### src/hdl/gchv_pkg.sv
`default_nettype none

package gchv_pkg;

    // Header geometry
    localparam int HEADER_BYTES     = 512;
    localparam int MEDIA_UNIT_SHIFT = 9;
    localparam int COUNT_W          = $clog2(HEADER_BYTES + 1);

    // Field widths
    localparam int VDE_W  = 42;
    localparam int CART_W = 36;

    // Field offsets inside the header
    localparam logic [COUNT_W-1:0] OFS_MAGIC     = COUNT_W'(32'h100);
    localparam logic [COUNT_W-1:0] OFS_SIZE_CODE = COUNT_W'(32'h10D);
    localparam logic [COUNT_W-1:0] OFS_VERSION   = COUNT_W'(32'h10E);
    localparam logic [COUNT_W-1:0] OFS_FLAGS     = COUNT_W'(32'h10F);
    localparam logic [COUNT_W-1:0] OFS_END_PAGE  = COUNT_W'(32'h118);
    localparam logic [COUNT_W-1:0] OFS_ROOT_OFS  = COUNT_W'(32'h130);
    localparam logic [COUNT_W-1:0] OFS_ROOT_SIZE = COUNT_W'(32'h138);

    // Size codes
    localparam logic [7:0] SIZE_1G  = 8'hFA;
    localparam logic [7:0] SIZE_2G  = 8'hF8;
    localparam logic [7:0] SIZE_4G  = 8'hF0;
    localparam logic [7:0] SIZE_8G  = 8'hE0;
    localparam logic [7:0] SIZE_16G = 8'hE1;
    localparam logic [7:0] SIZE_32G = 8'hE2;

    // Configuration register reset values
    localparam logic [31:0] MAGIC_RESET    = 32'd1145128264;
    localparam logic [31:0] MIN_ROOT_RESET = 32'd16;
    localparam logic [31:0] MAX_ROOT_RESET = 32'd1048576;

    typedef enum logic [1:0] {
        CFG_MAGIC    = 2'd0,
        CFG_MIN_ROOT = 2'd1,
        CFG_MAX_ROOT = 2'd2
    } cfg_idx_t;

    typedef enum logic [2:0] {
        ST_OK        = 3'd0,
        ST_TRUNC     = 3'd1,
        ST_BAD_MAGIC = 3'd2,
        ST_OVERFLOW  = 3'd3,
        ST_ROOT_SIZE = 3'd4
    } status_t;

    typedef struct packed {
        logic [7:0] data_byte;
        logic       last_byte;
    } in_t;

    typedef struct packed {
        status_t           status;
        logic [63:0]       part_offset;
        logic [63:0]       part_hdr_size;
        logic [7:0]        hdr_version;
        logic [7:0]        header_flags;
        logic [CART_W-1:0] cart_size_bytes;
        logic [VDE_W-1:0]  data_end;
    } out_t;

    // Captured header state, capture unit to check logic
    typedef struct packed {
        logic [COUNT_W-1:0] byte_count;
        logic [31:0]        magic_word;
        logic [7:0]         size_code;
        logic [7:0]         version_byte;
        logic [7:0]         flags_byte;
        logic [31:0]        end_page;
        logic [63:0]        root_offset_word;
        logic [63:0]        root_size_word;
    } fields_t;

    // Card capacity in bytes for a size code, zero when unknown
    function automatic logic [CART_W-1:0] decode_capacity(input logic [7:0] code);
        logic [CART_W-1:0] cap;
        case (code)
            SIZE_1G:  cap = CART_W'(1) << 30;
            SIZE_2G:  cap = CART_W'(1) << 31;
            SIZE_4G:  cap = CART_W'(1) << 32;
            SIZE_8G:  cap = CART_W'(1) << 33;
            SIZE_16G: cap = CART_W'(1) << 34;
            SIZE_32G: cap = CART_W'(1) << 35;
            default:  cap = '0;
        endcase
        return cap;
    endfunction

endpackage

`default_nettype wire

### src/hdl/gchv_capture.sv
`default_nettype none

module gchv_capture import gchv_pkg::*; (
    input  wire logic aclk,
    input  wire logic aresetn,
    input  wire logic beat_en,
    input  wire in_t  beat,
    output fields_t   fields
);

    logic [COUNT_W-1:0] count_reg, count_next;
    logic [31:0]        magic_reg;
    logic [7:0]         size_code_reg;
    logic [7:0]         version_reg;
    logic [7:0]         flags_reg;
    logic [31:0]        end_page_reg;
    logic [63:0]        root_ofs_reg;
    logic [63:0]        root_size_reg;
    logic               in_header;

    assign in_header = (count_reg < COUNT_W'(HEADER_BYTES));

    // Advance the byte count, saturate at the header length, restart after the last beat
    always_comb begin
        count_next = count_reg;
        if (beat_en) begin
            if (beat.last_byte) begin
                count_next = '0;
            end else if (in_header) begin
                count_next = count_reg + COUNT_W'(1);
            end
        end
    end

    always_ff @(posedge aclk) begin
        if (!aresetn) begin
            count_reg <= '0;
        end else begin
            count_reg <= count_next;
        end
    end

    // Capture header bytes; every field is rewritten before a full header is checked
    always_ff @(posedge aclk) begin
        if (beat_en && in_header) begin
            if (count_reg[COUNT_W-1:2] == OFS_MAGIC[COUNT_W-1:2]) begin
                magic_reg[{count_reg[1:0], 3'b000} +: 8] <= beat.data_byte;
            end
            if (count_reg == OFS_SIZE_CODE) begin
                size_code_reg <= beat.data_byte;
            end
            if (count_reg == OFS_VERSION) begin
                version_reg <= beat.data_byte;
            end
            if (count_reg == OFS_FLAGS) begin
                flags_reg <= beat.data_byte;
            end
            if (count_reg[COUNT_W-1:2] == OFS_END_PAGE[COUNT_W-1:2]) begin
                end_page_reg[{count_reg[1:0], 3'b000} +: 8] <= beat.data_byte;
            end
            if (count_reg[COUNT_W-1:3] == OFS_ROOT_OFS[COUNT_W-1:3]) begin
                root_ofs_reg[{count_reg[2:0], 3'b000} +: 8] <= beat.data_byte;
            end
            if (count_reg[COUNT_W-1:3] == OFS_ROOT_SIZE[COUNT_W-1:3]) begin
                root_size_reg[{count_reg[2:0], 3'b000} +: 8] <= beat.data_byte;
            end
        end
    end

    assign fields.byte_count       = count_reg;
    assign fields.magic_word       = magic_reg;
    assign fields.size_code        = size_code_reg;
    assign fields.version_byte     = version_reg;
    assign fields.flags_byte       = flags_reg;
    assign fields.end_page         = end_page_reg;
    assign fields.root_offset_word = root_ofs_reg;
    assign fields.root_size_word   = root_size_reg;

endmodule

`default_nettype wire

### src/hdl/gchv_check.sv
`default_nettype none

module gchv_check import gchv_pkg::*; (
    input  wire fields_t     fields,
    input  wire logic [31:0] expected_magic,
    input  wire logic [31:0] min_root_size,
    input  wire logic [31:0] max_root_size,
    output out_t             result
);

    logic        header_full;
    logic        magic_ok;
    logic [32:0] pages;
    logic [63:0] prod;
    logic        prod_ovf;
    logic        root_low;
    logic        size_bad;
    logic [64:0] root_sum;

    // The current beat completes the header when the count sits one short of it
    assign header_full = (fields.byte_count >= COUNT_W'(HEADER_BYTES - 1));
    assign magic_ok    = (fields.magic_word == expected_magic);

    // Valid-data end: (end page + 1) scaled by the media unit
    assign pages    = {1'b0, fields.end_page} + 33'd1;
    assign prod     = {31'b0, pages} << MEDIA_UNIT_SHIFT;
    assign prod_ovf = (prod[63:VDE_W] != '0);

    assign root_low = (fields.root_offset_word < 64'(HEADER_BYTES));
    assign size_bad = (fields.root_size_word < {32'b0, min_root_size}) ||
                      (fields.root_size_word > {32'b0, max_root_size});
    assign root_sum = {1'b0, fields.root_offset_word} + {1'b0, fields.root_size_word};

    // Run the checks in priority order; zero every field on a short stream or bad magic
    always_comb begin
        result = '0;
        if (!header_full) begin
            result.status = ST_TRUNC;
        end else if (!magic_ok) begin
            result.status = ST_BAD_MAGIC;
        end else begin
            if (prod_ovf) begin
                result.status = ST_OVERFLOW;
            end else if (root_low) begin
                result.status = ST_TRUNC;
            end else if (size_bad) begin
                result.status = ST_ROOT_SIZE;
            end else if (root_sum[64]) begin
                result.status = ST_OVERFLOW;
            end else begin
                result.status = ST_OK;
            end
            result.part_offset     = fields.root_offset_word;
            result.part_hdr_size   = fields.root_size_word;
            result.hdr_version     = fields.version_byte;
            result.header_flags    = fields.flags_byte;
            result.cart_size_bytes = decode_capacity(fields.size_code);
            result.data_end        = prod[VDE_W-1:0];
        end
    end

endmodule

`default_nettype wire

### src/hdl/gamecard_header_validator_top.sv
`default_nettype none

// Channel   Ports                       Beat
// input     s_valid s_ready s_data      one image byte, last_byte closes the image
// result    m_valid m_ready m_data      status and parsed header fields
// config    cfg_valid cfg_ready         cfg_index selects, cfg_data is the value
//
// One byte beat per cycle while s_ready is high. The last beat's result is registered
// in the output register, or the skid while it waits; fields feed the checks directly.
// A two-entry output stage (result register plus skid) keeps s_ready registered;
// input stalls only while both entries hold results.
// Reset is synchronous, active low; it restores the configuration defaults.
module gamecard_header_validator_top import gchv_pkg::*; (
    input  wire logic        aclk,
    input  wire logic        aresetn,
    input  wire logic        s_valid,
    output logic             s_ready,
    input  wire in_t         s_data,
    output logic             m_valid,
    input  wire logic        m_ready,
    output out_t             m_data,
    input  wire logic        cfg_valid,
    output logic             cfg_ready,
    input  wire logic [1:0]  cfg_index,
    input  wire logic [31:0] cfg_data
);

    logic [31:0] magic_cfg_reg;
    logic [31:0] min_root_reg;
    logic [31:0] max_root_reg;
    logic        in_fire;
    logic        result_fire;
    fields_t     fields;
    out_t        result;
    logic        out_valid_reg;
    out_t        out_data_reg;
    logic        skid_valid_reg;
    out_t        skid_data_reg;

    assign cfg_ready   = 1'b1;
    assign s_ready     = !skid_valid_reg;
    assign in_fire     = s_valid && s_ready;
    assign result_fire = in_fire && s_data.last_byte;

    // Hold configuration registers
    always_ff @(posedge aclk) begin
        if (!aresetn) begin
            magic_cfg_reg <= MAGIC_RESET;
            min_root_reg  <= MIN_ROOT_RESET;
            max_root_reg  <= MAX_ROOT_RESET;
        end else if (cfg_valid && cfg_ready) begin
            case (cfg_index)
                CFG_MAGIC:    magic_cfg_reg <= cfg_data;
                CFG_MIN_ROOT: min_root_reg  <= cfg_data;
                CFG_MAX_ROOT: max_root_reg  <= cfg_data;
                default:      ;
            endcase
        end
    end

    gchv_capture u_capture (
        .aclk    (aclk),
        .aresetn (aresetn),
        .beat_en (in_fire),
        .beat    (s_data),
        .fields  (fields)
    );

    gchv_check u_check (
        .fields         (fields),
        .expected_magic (magic_cfg_reg),
        .min_root_size  (min_root_reg),
        .max_root_size  (max_root_reg),
        .result         (result)
    );

    // Advance the output register; park a new result in the skid while stalled
    always_ff @(posedge aclk) begin
        if (!aresetn) begin
            out_valid_reg  <= 1'b0;
            skid_valid_reg <= 1'b0;
        end else if (!out_valid_reg || m_ready) begin
            if (skid_valid_reg) begin
                out_valid_reg  <= 1'b1;
                skid_valid_reg <= 1'b0;
            end else begin
                out_valid_reg  <= result_fire;
            end
        end else if (result_fire) begin
            skid_valid_reg <= 1'b1;
        end
    end

    always_ff @(posedge aclk) begin
        if (!out_valid_reg || m_ready) begin
            if (skid_valid_reg) begin
                out_data_reg <= skid_data_reg;
            end else if (result_fire) begin
                out_data_reg <= result;
            end
        end else if (result_fire) begin
            skid_data_reg <= result;
        end
    end

    assign m_valid = out_valid_reg;
    assign m_data  = out_data_reg;

    // The skid only fills behind a waiting result
    a_skid_behind_out: assert property (@(posedge aclk) disable iff (!aresetn)
        skid_valid_reg |-> out_valid_reg)
        else $error("skid entry holds a result while the output register is empty");

    // After a last beat, the output register always holds a result next cycle
    a_last_gives_result: assert property (@(posedge aclk) disable iff (!aresetn)
        result_fire |=> out_valid_reg)
        else $error("last beat accepted without a result");

    // The stream restarts after the last beat
    a_count_restart: assert property (@(posedge aclk) disable iff (!aresetn)
        result_fire |=> (fields.byte_count == '0))
        else $error("byte count not cleared after the last beat");

    // The byte count never runs past the header
    a_count_sat: assert property (@(posedge aclk) disable iff (!aresetn)
        fields.byte_count <= COUNT_W'(HEADER_BYTES))
        else $error("byte count beyond header length");

endmodule

`default_nettype wire

### config.mk
export PLATFORM = sky130hd
export DESIGN_NAME = gamecard_header_validator_top
export DESIGN_NICKNAME = d
export VERILOG_FILES = /design/src/hdl/gchv_pkg.sv /design/src/hdl/gchv_capture.sv /design/src/hdl/gchv_check.sv /design/src/hdl/gamecard_header_validator_top.sv
export SDC_FILE = /design/constraint.sdc
export NUM_CORES = 1
export LEC_CHECK = 0
export ABC_CLOCK_PERIOD_IN_PS = 28600
export CAP_MARGIN = 10
export CORE_MARGIN = 8
export CORE_UTILIZATION = 43
export DETAILED_ROUTE_END_ITERATION = 10
export DONT_BUFFER_PORTS = 1
export HOLD_SLACK_MARGIN = 0.05
export PLACE_DENSITY = 0.6
export SKIP_CTS_REPAIR_TIMING = 1
export SLEW_MARGIN = 20
export SYNTH_ARGS = -nofsm -noshare
export SYNTH_HDL_FRONTEND = slang
export SYNTH_SLANG_ARGS = --single-unit
### constraint.sdc
create_clock -name aclk -period 28.6 [get_ports aclk]
set_clock_uncertainty 0.05 [all_clocks]
set_input_delay 4.29 -clock aclk [delete_from_list [all_inputs] [get_ports aclk]]
set_output_delay 4.29 -clock aclk [all_outputs]
set_load 0.02 [all_outputs]
==> results of run 1 <==
==> worst register-to-register path, stage by stage, from the launching register on <==
cell,delay (ps)
dfxtp_1,760
inv_1,220
ha_1,380
ha_1,610
inv_1,200
or4_1,770
nor3_1,900
==> area by class of cell <==
type,instances,area share (%)
Tap cell,950,3.500
Sequential cell,696,58.36
Inverter,83,0.9321
Clock buffer,93,5.935
Timing Repair Buffer,21,0.4642
Multi-Input combinational cell,1466,29.45
Clock inverter,42,1.341
Antenna cell,2,0.01474
==> cell families (layout without fill, tap and decap cells) <==
kind of cell | Yosys count | in the layout
AND/OR/NAND/NOR | 826 | 826
multiplexers | 145 | 145
flip-flops | 696 | 696
other | 2 | 42
XOR/XNOR | 69 | 69
buffers and inverters | 214 | 239
AO/OA/AOI/OAI | 250 | 250
adder cells (fa/ha/maj) | 136 | 136
==> power by group <==
| group | switching (mW) | total [mW] | leakage [nW] | internal, mW |
|---|---|---|---|---|
| clock network | 0.400 | 0.976 | 1.21 | 0.576 |
| registers | 0.0219 | 1.13 | 6.17 | 1.11 |
| logic | 0.0381 | 0.0536 | 4.46 | 0.0155 |
==> cells in the final DEF, fill, tap and decap left out, types with 38 or more instances in the layout <==
cell type    n
and2_1     206
a21oi_1     51
xor2_1      56
a21boi_0    88
nor2_1     122
nor4_1      38
inv_1       82
ha_1       136
edfxtp_1   588
mux2_2     145
dfxtp_1    107
clkbuf_16   76
conb_1      40
nand2_1    303
==> through the flow <==
| stage | util, % | std cells | hold slack (ps) |
|---|---|---|---|
| 4_1_cts | 47.82 | 3351 | 414.0 |
| 5_1_grt | 47.83 | 3351 | 432.6 |
| 3_3_place_gp | 44.34 | 3216 | 398.8 |
| 2_1_floorplan | - | 2376 | 393.5 |
| 6_report | 47.83 | 3353 | 410.2 |
| 3_5_place_dp | 44.34 | 3216 | 406.7 |
==> per-layer routing <==
metal / up-vias / track usage, %
met2: 631 / 29.99
li1: 8369 / -
met3: 137 / 4.159
met5: - / 0
met4: 0 / 8.486
met1: 8667 / 25.63
==> path summary, 6_finish.rpt <==
check                    startpoint  slack, ps                          to  cells past startpoint
max                         s_valid      21690          skid_data_reg[221]                      6
min                min_root_reg[30]        410            min_root_reg[30]                      2
max reg2reg  u_capture.count_reg[0]      24330  u_capture.root_ofs_reg[39]                      6
min reg2reg        min_root_reg[30]        410            min_root_reg[30]                      2
==> impl_metrics.env, run 1 <==
export IMPL_synthMuxAreaShare_pct=5.335
export IMPL_p_total_mw=2.163
export IMPL_required_ps=28780
export IMPL_yosysTopAreaCell="edfxtp_1"
export IMPL_hold_path_class="flip-flop to flip-flop"
export IMPL_yosys_cell_count_top_type="edfxtp_1"
export IMPL_die_width_um=282.8
export IMPL_netlist_top_cells_count="588 x edfxtp_1, 303 x nand2_1, 206 x and2_1"
export IMPL_path_common_cell="buf_4"
export IMPL_ys_types=68
export IMPL_n_fill_cell=6177
export IMPL_synthTopCellsByArea="edfxtp_1 58%, dfxtp_1 7.1%, ha_1 5.6%"
export IMPL_routed_wl_met2_mm=35.30
export IMPL_drv_cap=0
export IMPL_synth_compound_area_share_pct=5.776
export IMPL_postRouteAntennaNets=0
export IMPL_syn_area_um2=30610
export IMPL_wl_met3_mm=5.282
export IMPL_cp_num_buf_inv=3
export IMPL_dr_max_layer_used="met4"
export IMPL_drc_errors=0
export IMPL_core_area_um2=71000
export IMPL_grt_pass1_vias=18030
export IMPL_grt_max_degree=101
export IMPL_worst_setup_path_start_kind="input pin"
export IMPL_insertion_delay_ps=630
export IMPL_via_per_inst=5.310
export IMPL_antenna_found_initial=3
export IMPL_drt_total_wl_mm=77.49
export IMPL_met1Wirelength_mm=33.59
export IMPL_power_density_nw_per_um2=63.70
export IMPL_syn_inst=2338
export IMPL_yosys_warnings=0
export IMPL_cp_arrival_ps=7090
export IMPL_grt_util_all_layers_pct=19.17
export IMPL_grt_overflow_total=0
export IMPL_syn_mean_instance_area_um2=13.09
export IMPL_dr_pass1_iters=7
export IMPL_io_buffers=0
export IMPL_synth_ff_type="edfxtp_1"
export IMPL_hold_violations=0
export IMPL_gp_congestion=0.8791
export IMPL_period_minus_slack_ps=6908
export IMPL_outcome="complete, no violations"
export IMPL_wire_per_inst_um=23.11
export IMPL_ys_ff_latch=696
export IMPL_cts_tree="built"
export IMPL_finalSetupViolCount=0
export IMPL_yosys_area_share_adder_pct=5.559
export IMPL_clk_path_buf_depth=3
export IMPL_critPathCaptureType="flip-flop"
export IMPL_setup_tns_ps=0
export IMPL_cts_buffers=74
export IMPL_tightest_slew_ps=1064
export IMPL_synth_top_family_by_area="simple AND/OR/NAND/NOR gates"
export IMPL_stdcell_area_um2=33960
export IMPL_slowest_stage="buf_4"
export IMPL_clock_root_buffer="clkbuf_16"
export IMPL_vias=17800
export IMPL_synth_xor_area_share_pct=1.974
export IMPL_drv_slew=0
export IMPL_place_ws_ps=21020
export IMPL_grt_pass1_wl_mm=115.2
export IMPL_start_util_pct=43.11
export IMPL_p_leak_nw=11.84
export IMPL_dp_hpwl_mm=54.66
export IMPL_area_delta_synth_final_pct=10.95
export IMPL_rsz0062_at_grt="no"
export IMPL_crit_family="buffers and inverters"
export IMPL_die_area_um2=79980
export IMPL_max_stage_delay_ps=810
export IMPL_die_h_um=282.8
export IMPL_cp_max_fo=68
export IMPL_worstSetupPathType="input pin to flip-flop"
export IMPL_seq_area_um2=19820
export IMPL_htreeDepth=3
export IMPL_ioPinCount=276
export IMPL_synth_yosys_seq_area_share_pct=64.75
export IMPL_final_nets=2526
export IMPL_period_share_pct=24.15
export IMPL_drt_iter0_markers=1396
export IMPL_fmax_ghz=0.1448
export IMPL_irDropWorstVdd_uv=36.20
export IMPL_drive_gt1_share_pct=12.87
export IMPL_async_flop_share_pct=0
export IMPL_yosys_area_top_type_share_pct=57.69
export IMPL_setup_slack_ps=21690
export IMPL_place_area_um2=31480
export IMPL_synth_simple_area_share_pct=13.38
export IMPL_multiInputGateArea_um2=10000
export IMPL_cts_clk_slew_worst_paths_ps=60
export IMPL_synth_edf_count=588
export IMPL_slew_headroom_pct=28.49
export IMPL_path_cells="nor2b_1 -> nand2_1 -> nor2_4 -> buf_4 -> buf_4 -> buf_4"
export IMPL_row_count=98
export IMPL_cts_sinks=696
Note: power is estimated with default switching activity, not from simulation.
==> run 2, diff against run 1 <==
- ABC_CLOCK_PERIOD_IN_PS: 28600 -> 6800
- clock period: 28.6 -> 6.8 ns (I/O delays scaled with it)
==> run 2 against run 1 <==
Global-route usage decreased by 0.057 points. Clock power increased to 4.2 times the previous value. Flip-flop and latch count unchanged. Core utilization about the same.
==> impl_metrics.env, run 2 (synthesized netlist as in run 1, its figures left out) <==
export IMPL_multiInputGateArea_um2=10010
export IMPL_die_width_um=282.8
export IMPL_path_cells="inv_1 -> ha_1 -> ha_1 -> inv_1 -> or4_1 -> nor3_1"
export IMPL_required_ps=6980
export IMPL_seq_area_um2=19820
export IMPL_via_per_inst=5.296
export IMPL_finish_utilization_pct=47.83
export IMPL_tightest_slew_ps=1068
export IMPL_layout_commonest_cell="edfxtp_1"
export IMPL_wire_per_inst_um=23.07
export IMPL_postRouteAntennaNets=0
export IMPL_cp_arrival_ps=4250
export IMPL_htreeDepth=3
export IMPL_area_delta_synth_final_pct=10.93
export IMPL_die_area_um2=79980
export IMPL_diodes=0
export IMPL_antenna_found_initial=4
export IMPL_drive_gt1_share_pct=13.01
export IMPL_io_buffers=0
export IMPL_setup_slack_ps=2732
export IMPL_p_total_mw=9.089
export IMPL_clock_root_buffer="clkbuf_16"
export IMPL_final_nets=2524
export IMPL_final_cell_mix="588 x edfxtp_1, 303 x nand2_1, 206 x and2_1, 145 x mux2_2, 136 x ha_1"
export IMPL_cts_tree="built"
export IMPL_irDropWorstVdd_uv=147.9
export IMPL_dr_pass1_iters=6
export IMPL_grt_max_degree=114
export IMPL_period_share_pct=59.83
export IMPL_finalSetupViolCount=0
export IMPL_hold_path_class="flip-flop to flip-flop"
export IMPL_ioPinCount=276
export IMPL_cp_max_fo=16
export IMPL_slew_headroom_pct=28.27
export IMPL_fmax_ghz=0.2458
export IMPL_clk_path_buf_depth=3
export IMPL_place_ws_ps=2760
export IMPL_outcome="complete, no violations"
export IMPL_cts_buffers=75
export IMPL_worstSetupPathType="flip-flop to flip-flop"
export IMPL_core_area_um2=71000
export IMPL_row_count=98
export IMPL_drt_iter0_markers=1473
export IMPL_cts_clk_slew_worst_paths_ps=60
export IMPL_start_util_pct=43.11
export IMPL_drv_slew=0
export IMPL_n_fill_cell=6181
export IMPL_grt_pass1_wl_mm=115.2
export IMPL_drt_total_wl_mm=77.23
export IMPL_insertion_delay_ps=620
export IMPL_hold_violations=0
export IMPL_gp_congestion=0.8657
export IMPL_grt_overflow_total=0
export IMPL_crit_family="simple AND/OR/NAND/NOR gates"
export IMPL_rsz0062_at_grt="no"
export IMPL_period_minus_slack_ps=4068
export IMPL_cts_sinks=696
export IMPL_slowest_stage="nor3_1"
export IMPL_vias=17730
export IMPL_setup_tns_ps=0
export IMPL_die_h_um=282.8
export IMPL_max_stage_delay_ps=890
export IMPL_grt_util_all_layers_pct=19.12
export IMPL_cp_num_buf_inv=2
export IMPL_dp_hpwl_mm=54.41
export IMPL_drv_cap=0
export IMPL_critPathCaptureType="flip-flop"
export IMPL_grt_pass1_vias=17930
export IMPL_worst_setup_path_start_kind="flip-flop"
export IMPL_p_leak_nw=11.78
export IMPL_power_density_nw_per_um2=267.7
export IMPL_drc_errors=0
-- run 2: changes by cell type in the layout (fill, tap and decap cells not counted), sizes merged --
cell      delta
buf          -3
clkbuf       -9
clkinv       +7
clkinvlp     +8
diode        -2
inv          -6
-- run 2: routing by layer --
| metal | part of all wire [%] | routed length (um) | track usage, % |
|---|---|---|---|
| met1 | 44 | 33990 | 25.84 |
| met2 | 45 | 35060 | 29.79 |
| met3 | 6.5 | 4988 | 3.905 |
| met4 | 4.1 | 3193 | 8.342 |
| met5 | 0 | 0 | 0 |
-- run 2: cell type report --
type,instances,share of cell area [%]
inverter,83,0.9323
sequential,696,58.37
clock buffer,84,5.752
clock inverter,51,1.540
multi-input combinational,1466,29.47
tap,950,3.501
timing repair buffer,18,0.4348
-- run 2: worst register-to-register path: cells and delay by family, from the launching register on --
| kind | cells | cell delay [ps] |
|---|---|---|
| and+or+nand+nor | 2 | 1620 |
| DFF | 1 | 690 |
| adders and majority gates | 2 | 950 |
| buffers and inverters | 2 | 400 |
-- run 2: worst paths after layout --
path                                             start                           to  slack [ps]  cells past startpoint
worst max register to register  u_capture.count_reg[0]  u_capture.root_size_reg[32]        2730                      6
worst min-delay path                  min_root_reg[11]             min_root_reg[11]         410                      2
worst max-delay path            u_capture.count_reg[0]  u_capture.root_size_reg[32]        2730                      6
worst min register to register        min_root_reg[11]             min_root_reg[11]         410                      2
-- run 2: where the power goes --
group | total (mW) | internal [mW] | leakage, nW | switching, mW
Combinational | 0.226 | 0.0653 | 4.45 | 0.160
Sequential | 4.77 | 4.68 | 6.14 | 0.0928
Clock | 4.10 | 2.39 | 1.19 | 1.70
-- run 2: stage by stage --
| stage | hold WS, ps | std cells | cell area (um2) |
|---|---|---|---|
| 6_report | 411.3 | 3348 | 33960 |
| 2_1_floorplan | 393.5 | 2376 | 30760 |
| 3_5_place_dp | 406.1 | 3213 | 31470 |
| 5_1_grt | 425.4 | 3348 | 33960 |
| 4_1_cts | 409.2 | 3348 | 33950 |
| 3_3_place_gp | 398.5 | 3213 | 31470 |
